$ cat src/rtl/ccr_pkg.sv
// Shared types, widths and codes of the clipped circle rasterizer.
package ccr_pkg;

  localparam int COORD_BITS  = 10;
  localparam int COLOR_BITS  = 4;
  localparam int WIDTH_BITS  = 10;
  localparam int HEIGHT_BITS = 11;
  localparam int NUM_PIX     = 8;
  localparam int CNT_BITS    = $clog2(NUM_PIX + 1);

  // walk state and clamp arithmetic widths
  localparam int STEP_BITS = COORD_BITS + 2;
  localparam int ERR_BITS  = COORD_BITS + 6;
  localparam int SUM_BITS  = COORD_BITS + 4;

  localparam int PADDR_BITS = 3;
  localparam int PDATA_BITS = 32;

  localparam logic ACT_START = 1'b0;
  localparam logic ACT_STEP  = 1'b1;

  localparam logic REG_IDX_WIDTH  = 1'b0;
  localparam logic REG_IDX_HEIGHT = 1'b1;

  localparam logic [WIDTH_BITS-1:0]  WIDTH_RESET  = WIDTH_BITS'(512);
  localparam logic [HEIGHT_BITS-1:0] HEIGHT_RESET = HEIGHT_BITS'(480);

  typedef struct packed {
    logic                  action;
    logic [COORD_BITS-1:0] center_x;
    logic [COORD_BITS-1:0] center_y;
    logic [COORD_BITS-1:0] radius;
    logic [COLOR_BITS-1:0] pen_color;
  } ccr_in_t;

  typedef struct packed {
    logic [COORD_BITS-1:0] pixel_x;
    logic [COORD_BITS-1:0] pixel_y;
    logic [COLOR_BITS-1:0] pixel_color;
    logic                  last_of_step;
    logic                  circle_done;
  } ccr_out_t;

  typedef ccr_out_t [NUM_PIX-1:0] ccr_pix_set_t;

  typedef struct packed {
    logic [WIDTH_BITS-1:0]  col_limit;
    logic [HEIGHT_BITS-1:0] row_count;
  } ccr_cfg_t;

  typedef struct packed {
    logic         load;
    ccr_pix_set_t pix;
  } ccr_load_t;

  typedef struct packed {
    logic                busy;
    logic [CNT_BITS-1:0] remain;
  } ccr_status_t;

endpackage

$ cat src/rtl/ccr_regs.sv
// Canvas size configuration registers behind the APB-style port.
module ccr_regs import ccr_pkg::*; (
  input  logic                  clk_i,
  input  logic                  rst_ni,
  input  logic                  psel,
  input  logic                  penable,
  input  logic                  pwrite,
  input  logic [PADDR_BITS-1:0] paddr,
  input  logic [PDATA_BITS-1:0] pwdata,
  output logic [PDATA_BITS-1:0] prdata,
  output logic                  pready,
  output ccr_cfg_t              cfg_o
);

  logic [WIDTH_BITS-1:0]  width_q, width_d;
  logic [HEIGHT_BITS-1:0] height_q, height_d;
  logic                   wr_en;

  assign pready = 1'b1;
  assign wr_en  = psel & penable & pwrite & pready;

  always_comb begin
    width_d  = width_q;
    height_d = height_q;
    if (wr_en) begin
      case (paddr[2])
        REG_IDX_WIDTH:  width_d  = pwdata[WIDTH_BITS-1:0];
        REG_IDX_HEIGHT: height_d = pwdata[HEIGHT_BITS-1:0];
        default: ;
      endcase
    end
  end

  always_comb begin
    case (paddr[2])
      REG_IDX_WIDTH:  prdata = PDATA_BITS'(width_q);
      REG_IDX_HEIGHT: prdata = PDATA_BITS'(height_q);
      default:        prdata = '0;
    endcase
  end

  always_ff @(posedge clk_i or negedge rst_ni) begin
    if (!rst_ni) begin
      width_q  <= WIDTH_RESET;
      height_q <= HEIGHT_RESET;
    end else begin
      width_q  <= width_d;
      height_q <= height_d;
    end
  end

  assign cfg_o.col_limit = width_q;
  assign cfg_o.row_count = height_q;

endmodule

$ cat src/rtl/ccr_step.sv
// Circle walk state, eight clipped symmetric pixels per step, and err/x/y update.
module ccr_step import ccr_pkg::*; (
  input  logic      clk_i,
  input  logic      rst_ni,
  input  logic      accept_i,
  input  ccr_in_t   in_data_i,
  input  ccr_cfg_t  cfg_i,
  output ccr_load_t load_o,
  output logic      busy_o
);

  localparam logic signed [SUM_BITS-1:0]  CoordMask = SUM_BITS'((1 << COORD_BITS) - 1);
  localparam logic signed [ERR_BITS-1:0]  OneE      = ERR_BITS'(1);
  localparam logic signed [ERR_BITS-1:0]  TwoE      = ERR_BITS'(2);
  localparam logic signed [STEP_BITS-1:0] OneS      = STEP_BITS'(1);

  function automatic logic [COORD_BITS-1:0] clamp_col(
    input logic signed [SUM_BITS-1:0] v,
    input logic [WIDTH_BITS-1:0]      w
  );
    logic signed [SUM_BITS-1:0] ws;
    ws = $signed(SUM_BITS'(w));
    if (v < 0)       return '0;
    else if (v > ws) return COORD_BITS'(w);
    else             return COORD_BITS'(v);
  endfunction

  function automatic logic [COORD_BITS-1:0] clamp_row(
    input logic signed [SUM_BITS-1:0] v,
    input logic [HEIGHT_BITS-1:0]     h
  );
    logic signed [SUM_BITS-1:0] hs;
    logic signed [SUM_BITS-1:0] lim;
    hs  = $signed(SUM_BITS'(h));
    lim = (h == '0) ? '0 : hs - SUM_BITS'(1);
    if (lim > CoordMask) lim = CoordMask;
    if (v < 0)                    return '0;
    else if (v >= hs || v > lim) return COORD_BITS'(lim);
    else                          return COORD_BITS'(v);
  endfunction

  logic [COORD_BITS-1:0]        ccol_q, ccol_d;
  logic [COORD_BITS-1:0]        crow_q, crow_d;
  logic [COLOR_BITS-1:0]        color_q, color_d;
  logic signed [STEP_BITS-1:0]  x_q, x_d;
  logic signed [STEP_BITS-1:0]  y_q, y_d;
  logic signed [ERR_BITS-1:0]   err_q, err_d;
  logic                         busy_q, busy_d;

  logic signed [SUM_BITS-1:0]   cxs, cys, xs, ys;
  logic [COORD_BITS-1:0]        col_px, col_mx, col_py, col_my;
  logic [COORD_BITS-1:0]        row_py, row_my, row_px, row_mx;
  logic signed [STEP_BITS-1:0]  x1, y1;
  logic signed [ERR_BITS-1:0]   e1, e2;
  logic signed [STEP_BITS:0]    xy_sum;
  logic                         step_go, done;

  assign cxs = $signed(SUM_BITS'(ccol_q));
  assign cys = $signed(SUM_BITS'(crow_q));
  assign xs  = SUM_BITS'(x_q);
  assign ys  = SUM_BITS'(y_q);

  assign col_px = clamp_col(cxs + xs, cfg_i.col_limit);
  assign col_mx = clamp_col(cxs - xs, cfg_i.col_limit);
  assign col_py = clamp_col(cxs + ys, cfg_i.col_limit);
  assign col_my = clamp_col(cxs - ys, cfg_i.col_limit);
  assign row_py = clamp_row(cys + ys, cfg_i.row_count);
  assign row_my = clamp_row(cys - ys, cfg_i.row_count);
  assign row_px = clamp_row(cys + xs, cfg_i.row_count);
  assign row_mx = clamp_row(cys - xs, cfg_i.row_count);

  // err update: y moves first; the x test checks the old err against x and the updated err against the updated y
  always_comb begin
    if (err_q <= ERR_BITS'(y_q)) begin
      y1 = y_q + OneS;
      e1 = err_q + (ERR_BITS'(y1) <<< 1) + OneE;
    end else begin
      y1 = y_q;
      e1 = err_q;
    end
    if (err_q > ERR_BITS'(x_q) || e1 > ERR_BITS'(y1)) begin
      x1 = x_q + OneS;
      e2 = e1 + (ERR_BITS'(x1) <<< 1) + OneE;
    end else begin
      x1 = x_q;
      e2 = e1;
    end
  end

  assign xy_sum  = (STEP_BITS+1)'(x1) + (STEP_BITS+1)'(y1);
  assign done    = (xy_sum > 0);
  assign step_go = accept_i & (in_data_i.action == ACT_STEP) & busy_q;

  always_comb begin
    load_o.load = step_go;
    for (int i = 0; i < NUM_PIX; i++) begin
      load_o.pix[i].pixel_color  = color_q;
      load_o.pix[i].last_of_step = 1'b0;
      load_o.pix[i].circle_done  = 1'b0;
    end
    load_o.pix[0].pixel_x = col_px; load_o.pix[0].pixel_y = row_py;
    load_o.pix[1].pixel_x = col_mx; load_o.pix[1].pixel_y = row_py;
    load_o.pix[2].pixel_x = col_px; load_o.pix[2].pixel_y = row_my;
    load_o.pix[3].pixel_x = col_mx; load_o.pix[3].pixel_y = row_my;
    load_o.pix[4].pixel_x = col_py; load_o.pix[4].pixel_y = row_px;
    load_o.pix[5].pixel_x = col_my; load_o.pix[5].pixel_y = row_px;
    load_o.pix[6].pixel_x = col_py; load_o.pix[6].pixel_y = row_mx;
    load_o.pix[7].pixel_x = col_my; load_o.pix[7].pixel_y = row_mx;
    load_o.pix[NUM_PIX-1].last_of_step = 1'b1;
    load_o.pix[NUM_PIX-1].circle_done  = done;
  end

  always_comb begin
    ccol_d  = ccol_q;
    crow_d  = crow_q;
    color_d = color_q;
    x_d     = x_q;
    y_d     = y_q;
    err_d   = err_q;
    busy_d  = busy_q;
    if (accept_i && in_data_i.action == ACT_START) begin
      ccol_d  = in_data_i.center_x;
      crow_d  = in_data_i.center_y;
      color_d = in_data_i.pen_color;
      x_d     = -$signed(STEP_BITS'(in_data_i.radius));
      y_d     = '0;
      err_d   = TwoE - ($signed(ERR_BITS'(in_data_i.radius)) <<< 1);
      busy_d  = 1'b1;
    end else if (step_go) begin
      x_d    = x1;
      y_d    = y1;
      err_d  = e2;
      busy_d = ~done;
    end
  end

  always_ff @(posedge clk_i or negedge rst_ni) begin
    if (!rst_ni) begin
      ccol_q  <= '0;
      crow_q  <= '0;
      color_q <= '0;
      x_q     <= '0;
      y_q     <= '0;
      err_q   <= '0;
      busy_q  <= 1'b0;
    end else begin
      ccol_q  <= ccol_d;
      crow_q  <= crow_d;
      color_q <= color_d;
      x_q     <= x_d;
      y_q     <= y_d;
      err_q   <= err_d;
      busy_q  <= busy_d;
    end
  end

  assign busy_o = busy_q;

endmodule

$ cat src/rtl/ccr_emit.sv
// Eight-entry pixel result buffer, shifted out one pixel per accepted output transfer.
module ccr_emit import ccr_pkg::*; (
  input  logic                clk_i,
  input  logic                rst_ni,
  input  ccr_load_t           load_i,
  output logic                take_ok_o,
  output logic                out_valid_o,
  input  logic                out_ready_i,
  output ccr_out_t            out_data_o,
  output logic [CNT_BITS-1:0] remain_o
);

  logic [CNT_BITS-1:0] cnt_q, cnt_d;
  ccr_pix_set_t        buf_q, buf_d;
  logic                pop;

  assign out_valid_o = (cnt_q != '0);
  assign pop         = out_valid_o & out_ready_i;
  // a new step may load as the final pixel leaves
  assign take_ok_o   = (cnt_q == '0) || (cnt_q == CNT_BITS'(1) && out_ready_i);

  always_comb begin
    cnt_d = cnt_q;
    buf_d = buf_q;
    if (load_i.load) begin
      cnt_d = CNT_BITS'(NUM_PIX);
      buf_d = load_i.pix;
    end else if (pop) begin
      cnt_d = cnt_q - CNT_BITS'(1);
      for (int i = 0; i < NUM_PIX - 1; i++) begin
        buf_d[i] = buf_q[i+1];
      end
    end
  end

  always_ff @(posedge clk_i or negedge rst_ni) begin
    if (!rst_ni) begin
      cnt_q <= '0;
    end else begin
      cnt_q <= cnt_d;
    end
  end

  always_ff @(posedge clk_i) begin
    buf_q <= buf_d;
  end

  assign out_data_o = buf_q[0];
  assign remain_o   = cnt_q;

endmodule

$ cat src/rtl/clipped_circle_rasterizer_core.sv
// Top level of the clipped circle outline rasterizer.
//
// Input channel (in_valid_i/in_ready_o, in_data_i): a start request latches
// centre, radius and colour and produces no pixels; a step request on a
// running circle produces eight clipped outline pixels, a step while idle
// produces nothing. Output channel (out_valid_o/out_ready_i, out_data_o)
// carries one pixel per cycle while out_ready_i is high; the eighth pixel of a
// step has last_of_step set and, when the walk has ended, circle_done.
// The first pixel of a step is valid the cycle after the request is taken.
// The eight-pixel buffer drains one pixel per cycle while out_ready_i is
// high; the next step is taken in the cycle its last pixel leaves. Start
// requests and idle steps load no pixels into the buffer.
// When the receiver stalls, the buffer holds its pixels and in_ready_o stays
// low; it is high only with the buffer empty or as the last pixel leaves.
// The APB-style port holds the column limit (0x0) and the row count (0x4);
// write them only while no pixels are pending.
// Reset: circle idle, buffer empty, width 512, height 480.
module clipped_circle_rasterizer_core import ccr_pkg::*; (
  input  logic                  clk_i,
  input  logic                  rst_ni,
  input  logic                  in_valid_i,
  output logic                  in_ready_o,
  input  ccr_in_t               in_data_i,
  output logic                  out_valid_o,
  input  logic                  out_ready_i,
  output ccr_out_t              out_data_o,
  input  logic                  psel,
  input  logic                  penable,
  input  logic                  pwrite,
  input  logic [PADDR_BITS-1:0] paddr,
  input  logic [PDATA_BITS-1:0] pwdata,
  output logic [PDATA_BITS-1:0] prdata,
  output logic                  pready
);

  ccr_cfg_t    cfg;
  ccr_load_t   load;
  ccr_status_t status;
  logic        accept;

  assign accept = in_valid_i & in_ready_o;

  ccr_regs u_regs (
    .clk_i   (clk_i),
    .rst_ni  (rst_ni),
    .psel    (psel),
    .penable (penable),
    .pwrite  (pwrite),
    .paddr   (paddr),
    .pwdata  (pwdata),
    .prdata  (prdata),
    .pready  (pready),
    .cfg_o   (cfg)
  );

  ccr_step u_step (
    .clk_i     (clk_i),
    .rst_ni    (rst_ni),
    .accept_i  (accept),
    .in_data_i (in_data_i),
    .cfg_i     (cfg),
    .load_o    (load),
    .busy_o    (status.busy)
  );

  ccr_emit u_emit (
    .clk_i       (clk_i),
    .rst_ni      (rst_ni),
    .load_i      (load),
    .take_ok_o   (in_ready_o),
    .out_valid_o (out_valid_o),
    .out_ready_i (out_ready_i),
    .out_data_o  (out_data_o),
    .remain_o    (status.remain)
  );

  // a running step's buffer never accepts a new request while stalled
  a_no_take_when_stalled: assert property (@(posedge clk_i) disable iff (!rst_ni)
    out_valid_o && !out_ready_i |-> !in_ready_o)
    else $error("input taken while output stalled");

  // a step on a running circle fills the whole buffer
  a_step_loads: assert property (@(posedge clk_i) disable iff (!rst_ni)
    accept && in_data_i.action == ACT_STEP && status.busy
    |=> out_valid_o && status.remain == CNT_BITS'(NUM_PIX))
    else $error("step did not load eight pixels");

  // last_of_step marks exactly the final buffered pixel
  a_last_pos: assert property (@(posedge clk_i) disable iff (!rst_ni)
    out_valid_o |-> out_data_o.last_of_step == (status.remain == CNT_BITS'(1)))
    else $error("last_of_step misplaced");

  a_done_on_last: assert property (@(posedge clk_i) disable iff (!rst_ni)
    out_valid_o && out_data_o.circle_done |-> out_data_o.last_of_step && !status.busy)
    else $error("circle_done off the last pixel or while still busy");

endmodule
$ cat config.mk
export PLATFORM = sky130hd
export DESIGN_NAME = clipped_circle_rasterizer_core
export DESIGN_NICKNAME = d
export VERILOG_FILES = /design/src/rtl/ccr_pkg.sv /design/src/rtl/ccr_regs.sv /design/src/rtl/ccr_step.sv /design/src/rtl/ccr_emit.sv /design/src/rtl/clipped_circle_rasterizer_core.sv
export SDC_FILE = /design/constraint.sdc
export NUM_CORES = 1
export LEC_CHECK = 0
export ABC_AREA = 1
export BUFFER_PORTS_ARGS = -buffer_cell sky130_fd_sc_hd__buf_2
export CORE_AREA = 8 8 284 217
export CTS_CLUSTER_SIZE = 24
export DETAILED_ROUTE_END_ITERATION = 12
export DIE_AREA = 0 0 292 225
export PLACE_DENSITY = 0.65
export REMOVE_ABC_BUFFERS = 1
export SKIP_LAST_GASP = 1
export SLEW_MARGIN = 10
export SYNTH_ARGS = -nofsm -noshare
export SYNTH_HDL_FRONTEND = slang
export SYNTH_HIERARCHICAL = 1
export SYNTH_SLANG_ARGS = --single-unit
$ cat constraint.sdc
create_clock -name clk_i -period 18.77 [get_ports clk_i]
set_clock_uncertainty 0.05 [all_clocks]
set_input_delay 1.877 -clock clk_i [delete_from_list [all_inputs] [get_ports clk_i]]
set_output_delay 1.877 -clock clk_i [all_outputs]
set_load 0.01 [all_outputs]
==> results.cfg, run 1 <==
[run_status]
status = completed

[yosys]
synth_edf_count = 208
yosysMostFrequentCell = nand2_1
synth.distinct_cells = 60
synth.top_cell.area_share = 0.246
synthFlopType = edfxtp_1
syn-instance-count = 3267
seq_area_frac_synth = 0.335
async_reset_ff_frac = 0.302
synth_area_sq_mm = 0.0254
ys_top_cells_by_count = 1003 x nand2_1, 315 x inv_1, 314 x ha_1, 242 x a21oi_1, 208 x edfxtp_1
synth_top_area_cell = edfxtp_1
ys_warn_count = 6
synth_area_leaders = edfxtp_1 25%, ha_1 15%, nand2_1 15%
synth-seq-cells = 298
postSynthAreaPerCell_sq_um = 7.78

[sta]
post-route-period-util = 0.429
setup_violations = 0
slew_viol_final = 0
tightestPinTransition_ps = 1170
finalCriticalPeriod_ps = 8050
fmax_mhz = 124
slew_headroom = 0.220
finalHoldViolCount = 0
rsz0062_at_grt = false
setup_tns_ps = 0

[grt]
grt_pass1_vias = 19300
antenna_found_initial = 0
use_met2 = 0.296
gr-total-overflow = 0
grt_pass1_wl_um = 108000
globalRouteMet1Util = 0.315
grt_use_total = 0.204
grt.met3_usage = 0.0340
grt_start_max_net_pins = 95
grt.busiest_layer = met1

[worst_setup_path]
cpMaxStageDelayCell = dfrtp_1
worstSetupStartpointType = flop
cpMostUsedCell = nand2_1
crit_path_end_kind = flop
reg2reg_slack_ps = 10720
r2r-end = u_emit/buf_q[182]
required_ps = 19010
r2r-start = u_step/y_q[1]
cp_max_fo = 39
rr_worst_depth = 43
max_stage_delay_ps = 570
critPathKind = flop to flop
arrival_ps = 8290

[routing]
wirelength_um = 68900
drtAntennaViolNets = 0
viasPerCell = 5.32
vias = 21000
remaining_drc_errors = 0
dr.first_iter.drc_count = 1791
avgRoutedWirePerCell_um = 17.4
dr.pass1.iters = 5

[finish]
final_nets = 3584
drive_gt1_frac = 0.0667
syn_to_final_growth_pct = 4.52
fill_cells = 5693
antenna_cells = 0

[job]
maxCapViolations = 0

[clocking]
clock_latency_ps = 550
htreeDepth = 2
post_cts_buffers = 0
hold_buffers = 0
tritoncts = built
cts_buffers = 35
cts_root_buf = clkbuf_16
clock_sinks = 298
clock_path_buffers = 3
cts-resized-gates = 0
clk_pin_slew_ps = 60

[worst_hold_path]
hold_depth = 2
min_to = u_regs/height_q[6]
hold_path.startpoint = u_regs/height_q[6]
hold_path.class = flop to flop

[placed_design]
port_buffers = 92
hpwlAfterDp_um = 51700
place_congestion = 0.951

[floorplanning]
dieArea_sq_mm = 0.0657
io_pins = 138
start_util = 0.446
die_y_um = 225
coreArea_sq_mm = 0.0570
die_w_um = 292
std_cell_rows = 76
[flip-flops by register name, summed over array words and instances (netlist names)]
register,cells
u_emit/remain_o,4
u_regs/height_q,11
u_step/y_q,12
u_emit/buf_q,182
u_step/err_q,16
u_step/x_q,12
u_step/ccol_q,10
u_step/busy_o,1
u_regs/width_q,10
u_step/crow_q,10
u_emit/out_data_o,26
u_step/color_q,4
[placed cells by master, fill, tap and decap left out, types with 26 or more instances in the layout]
cell type	netlist	layout
conb_1	4	37
dfrtp_1	85	85
buf_2	38	91
clkbuf_16	0	37
a211oi_1	30	30
o22ai_1	26	26
ha_1	314	314
nand2_1	1003	1002
xor2_1	98	98
nand3_1	105	105
inv_1	315	313
nand4_1	26	26
edfxtp_1	208	208
nor2_1	147	147
o21ai_0	164	163
a21oi_1	242	242
[metrics by stage]
stage | instances | util | setup slack [ps] | instance area [sq um] | hold slack [ps]
final | 3950 | 0.466 | 10720 | 26600 | 437
after global routing | 3950 | 0.466 | 10000 | 26600 | 470
after CTS | 3950 | 0.466 | 10810 | 26600 | 438
after detailed placement | 3888 | 0.446 | 10860 | 25400 | 429
after global placement | 3888 | 0.446 | 10890 | 25400 | 425
after floorplan | 3036 | - | 6960 | 23800 | 407
[final cells by class]
class | count | area, sq um | area share
clock inverter | 18 | 194 | 0.00730
timing repair buffer | 111 | 606 | 0.0228
tap | 741 | 927 | 0.0349
clock buffer | 44 | 982 | 0.0370
sequential | 298 | 8500 | 0.320
inverter | 323 | 1220 | 0.0460
multi-input combinational | 2415 | 14100 | 0.532
[kinds of logic (layout without fill, tap and decap cells)]
group,count (synthesis),in the layout,synth area share
simple gates,1356,1356,0.217
xor+xnor,112,112,0.0386
other cells,4,37,0.000591
fa+ha+maj,323,323,0.162
compound gates,587,587,0.133
buf+inv,587,496,0.115
flops,298,298,0.335
[per-layer routing]
| layer | vias up | share of wire |
|---|---|---|
| met3 | 77 | 0.080 |
| met4 | 0 | 0.016 |
| met5 | - | 0 |
| met2 | 639 | 0.40 |
| met1 | 9740 | 0.50 |
| li1 | 10500 | - |
[critical path: cells and delay by family (launching register included)]
kind | cells | cell delay [ps]
buf+inv | 6 | 700
fa+ha+maj | 3 | 1060
compound gates | 11 | 2020
simple gates | 21 | 3000
flops | 1 | 570
xor+xnor | 2 | 370
[worst max path at each step]
stage	from	endpoint	slack, ps	depth (start not counted)
final	u_step/y_q[1]	u_emit/buf_q[182]	10720	43
after global placement	u_step/y_q[1]	u_emit/buf_q[182]	10890	41
after CTS	u_step/y_q[1]	u_emit/buf_q[182]	10810	43
after detailed placement	u_step/y_q[1]	u_emit/buf_q[182]	10860	41
after floorplan	out_ready_i	u_emit/buf_q[100]	6960	8
after global routing	u_step/y_q[1]	u_step/busy_o	10000	46
Power of run 1 is not shown: default switching activity piles up to over one toggle a cycle in this logic, so the estimate is an artifact.
==> run 2: changes to the inputs <==
- PLACE_DENSITY: 0.65 -> 0.68
- clock period: 18.77 -> 6.75 ns (I/O delays scaled with it)
==> results.cfg, run 2 (same netlist as run 1, synthesis figures left out) <==
[floorplanning]
io_pins = 138
dieArea_sq_mm = 0.0657
start_util = 0.446
coreArea_sq_mm = 0.0570
std_cell_rows = 76
die_w_um = 292
die_y_um = 225

[worst_setup_path]
cpMostUsedCell = nand2_1
cp_max_fo = 9
arrival_ps = 6740
max_stage_delay_ps = 430
cpMaxStageDelayCell = dfrtp_2
required_ps = 7150
reg2reg_slack_ps = 410
rr_worst_depth = 44
worstSetupStartpointType = flop
critPathKind = flop to flop
crit_path_end_kind = flop

[finish]
drive_gt1_frac = 0.111
largest_reg_flops = 182
fin_area_sq_mm = 0.0276
fill_cells = 5584
antenna_cells = 0
layout_common_cells = 989 x nand2_1, 309 x inv_1, 309 x ha_1
syn_to_final_growth_pct = 8.46
final_common_cell = nand2_1
regMostFlops = u_emit/buf_q
final_nets = 3682

[run_status]
status = completed

[sta]
slew_headroom = 0.193
tightestPinTransition_ps = 1210
post-route-period-util = 0.939
fin_ws_ps = 414
finalHoldViolCount = 0
setup_tns_ps = 0
slew_viol_final = 0
fmax_mhz = 158
setup_violations = 0
rsz0062_at_grt = true
finalCriticalPeriod_ps = 6340

[routing]
vias = 21300
remaining_drc_errors = 0
dr.pass1.iters = 5
viasPerCell = 5.27
drtAntennaViolNets = 0
dr.first_iter.drc_count = 1906
wirelength_um = 70500
avgRoutedWirePerCell_um = 17.4

[job]
maxCapViolations = 0

[grt]
gr-total-overflow = 0
antenna_found_initial = 0
grt_use_total = 0.209
grt_start_max_net_pins = 155
grt_pass1_vias = 19700
grt_pass1_wl_um = 110000

[placed_design]
hpwlAfterDp_um = 53000
place_congestion = 0.954
detailedPlace.worstSlack_ps = 176
place_area_sq_mm = 0.0261
port_buffers = 92

[clocking]
htreeDepth = 2
clk_pin_slew_ps = 60
cts_root_buf = clkbuf_16
clock_latency_ps = 560
clock_sinks = 298
cts_buffers = 35
hold_buffers = 0
tritoncts = built
clock_path_buffers = 3

[worst_hold_path]
hold_path.class = input port to async pin
run 2: cell types whose count changed in the layout (fill, tap and decap cells not counted), sizes merged:
cell      delta
buf         +96
bufinv       -2
clkbuf       +6
clkinv       -4
clkinvlp     +1
inv          +1
nand2        +2
run 2: final timing paths:
| path | startpoint | end |
|---|---|---|
| max | u_step/y_q[0] | u_step/busy_o |
| min | rst_ni | u_emit/remain_o[1] |
| max reg2reg | u_step/y_q[0] | u_step/busy_o |
| min reg2reg | u_regs/height_q[6] | u_regs/height_q[6] |
| max in group asynchronous | rst_ni | u_regs/height_q[3] |
| min in group clk_i | in_data_i[28] | u_step/ccol_q[4] |
run 2: stage by stage:
| step | utilization | cells | hold WS, ps |
|---|---|---|---|
| after global routing | 0.484 | 4050 | 81.2 |
| after floorplan | - | 3036 | 329 |
| after global placement | 0.458 | 3976 | 429 |
| after CTS | 0.477 | 4040 | 54.8 |
| final | 0.484 | 4050 | 54.6 |
| after detailed placement | 0.458 | 3976 | 436 |
run 2: per-layer routing:
metal  wire length (um)  GRT usage
met1              34800      0.315
met2              28500      0.302
met3               5780     0.0411
met4               1420     0.0530
met5                  0          0
run 2: area by class of cell:
cell class	instances	area [sq um]	share of cell area
repair buffers	207	1360	0.0493
multi-input cells	2417	14400	0.524
flip-flops and latches	298	8510	0.309
clock inverters	14	146	0.00531
clock buffers	50	963	0.0350
well taps	741	927	0.0336
inverters	323	1230	0.0445
run 2: what timing repair did:
action	in CTS	in global routing
resized for setup	0	81
setup endpoints to repair	0	67
hold endpoints to repair	0	0
setup buffers	0	8
run 2: worst max-delay path: cells and delay by family (launching register included):
kind / cells / cell delay, ps
buf+inv: 9 / 840
simple gates: 20 / 2290
compound gates: 9 / 1100
fa+ha+maj: 3 / 950
xor+xnor: 3 / 570
flops: 1 / 430
Power of run 2 is left out for the same reason.
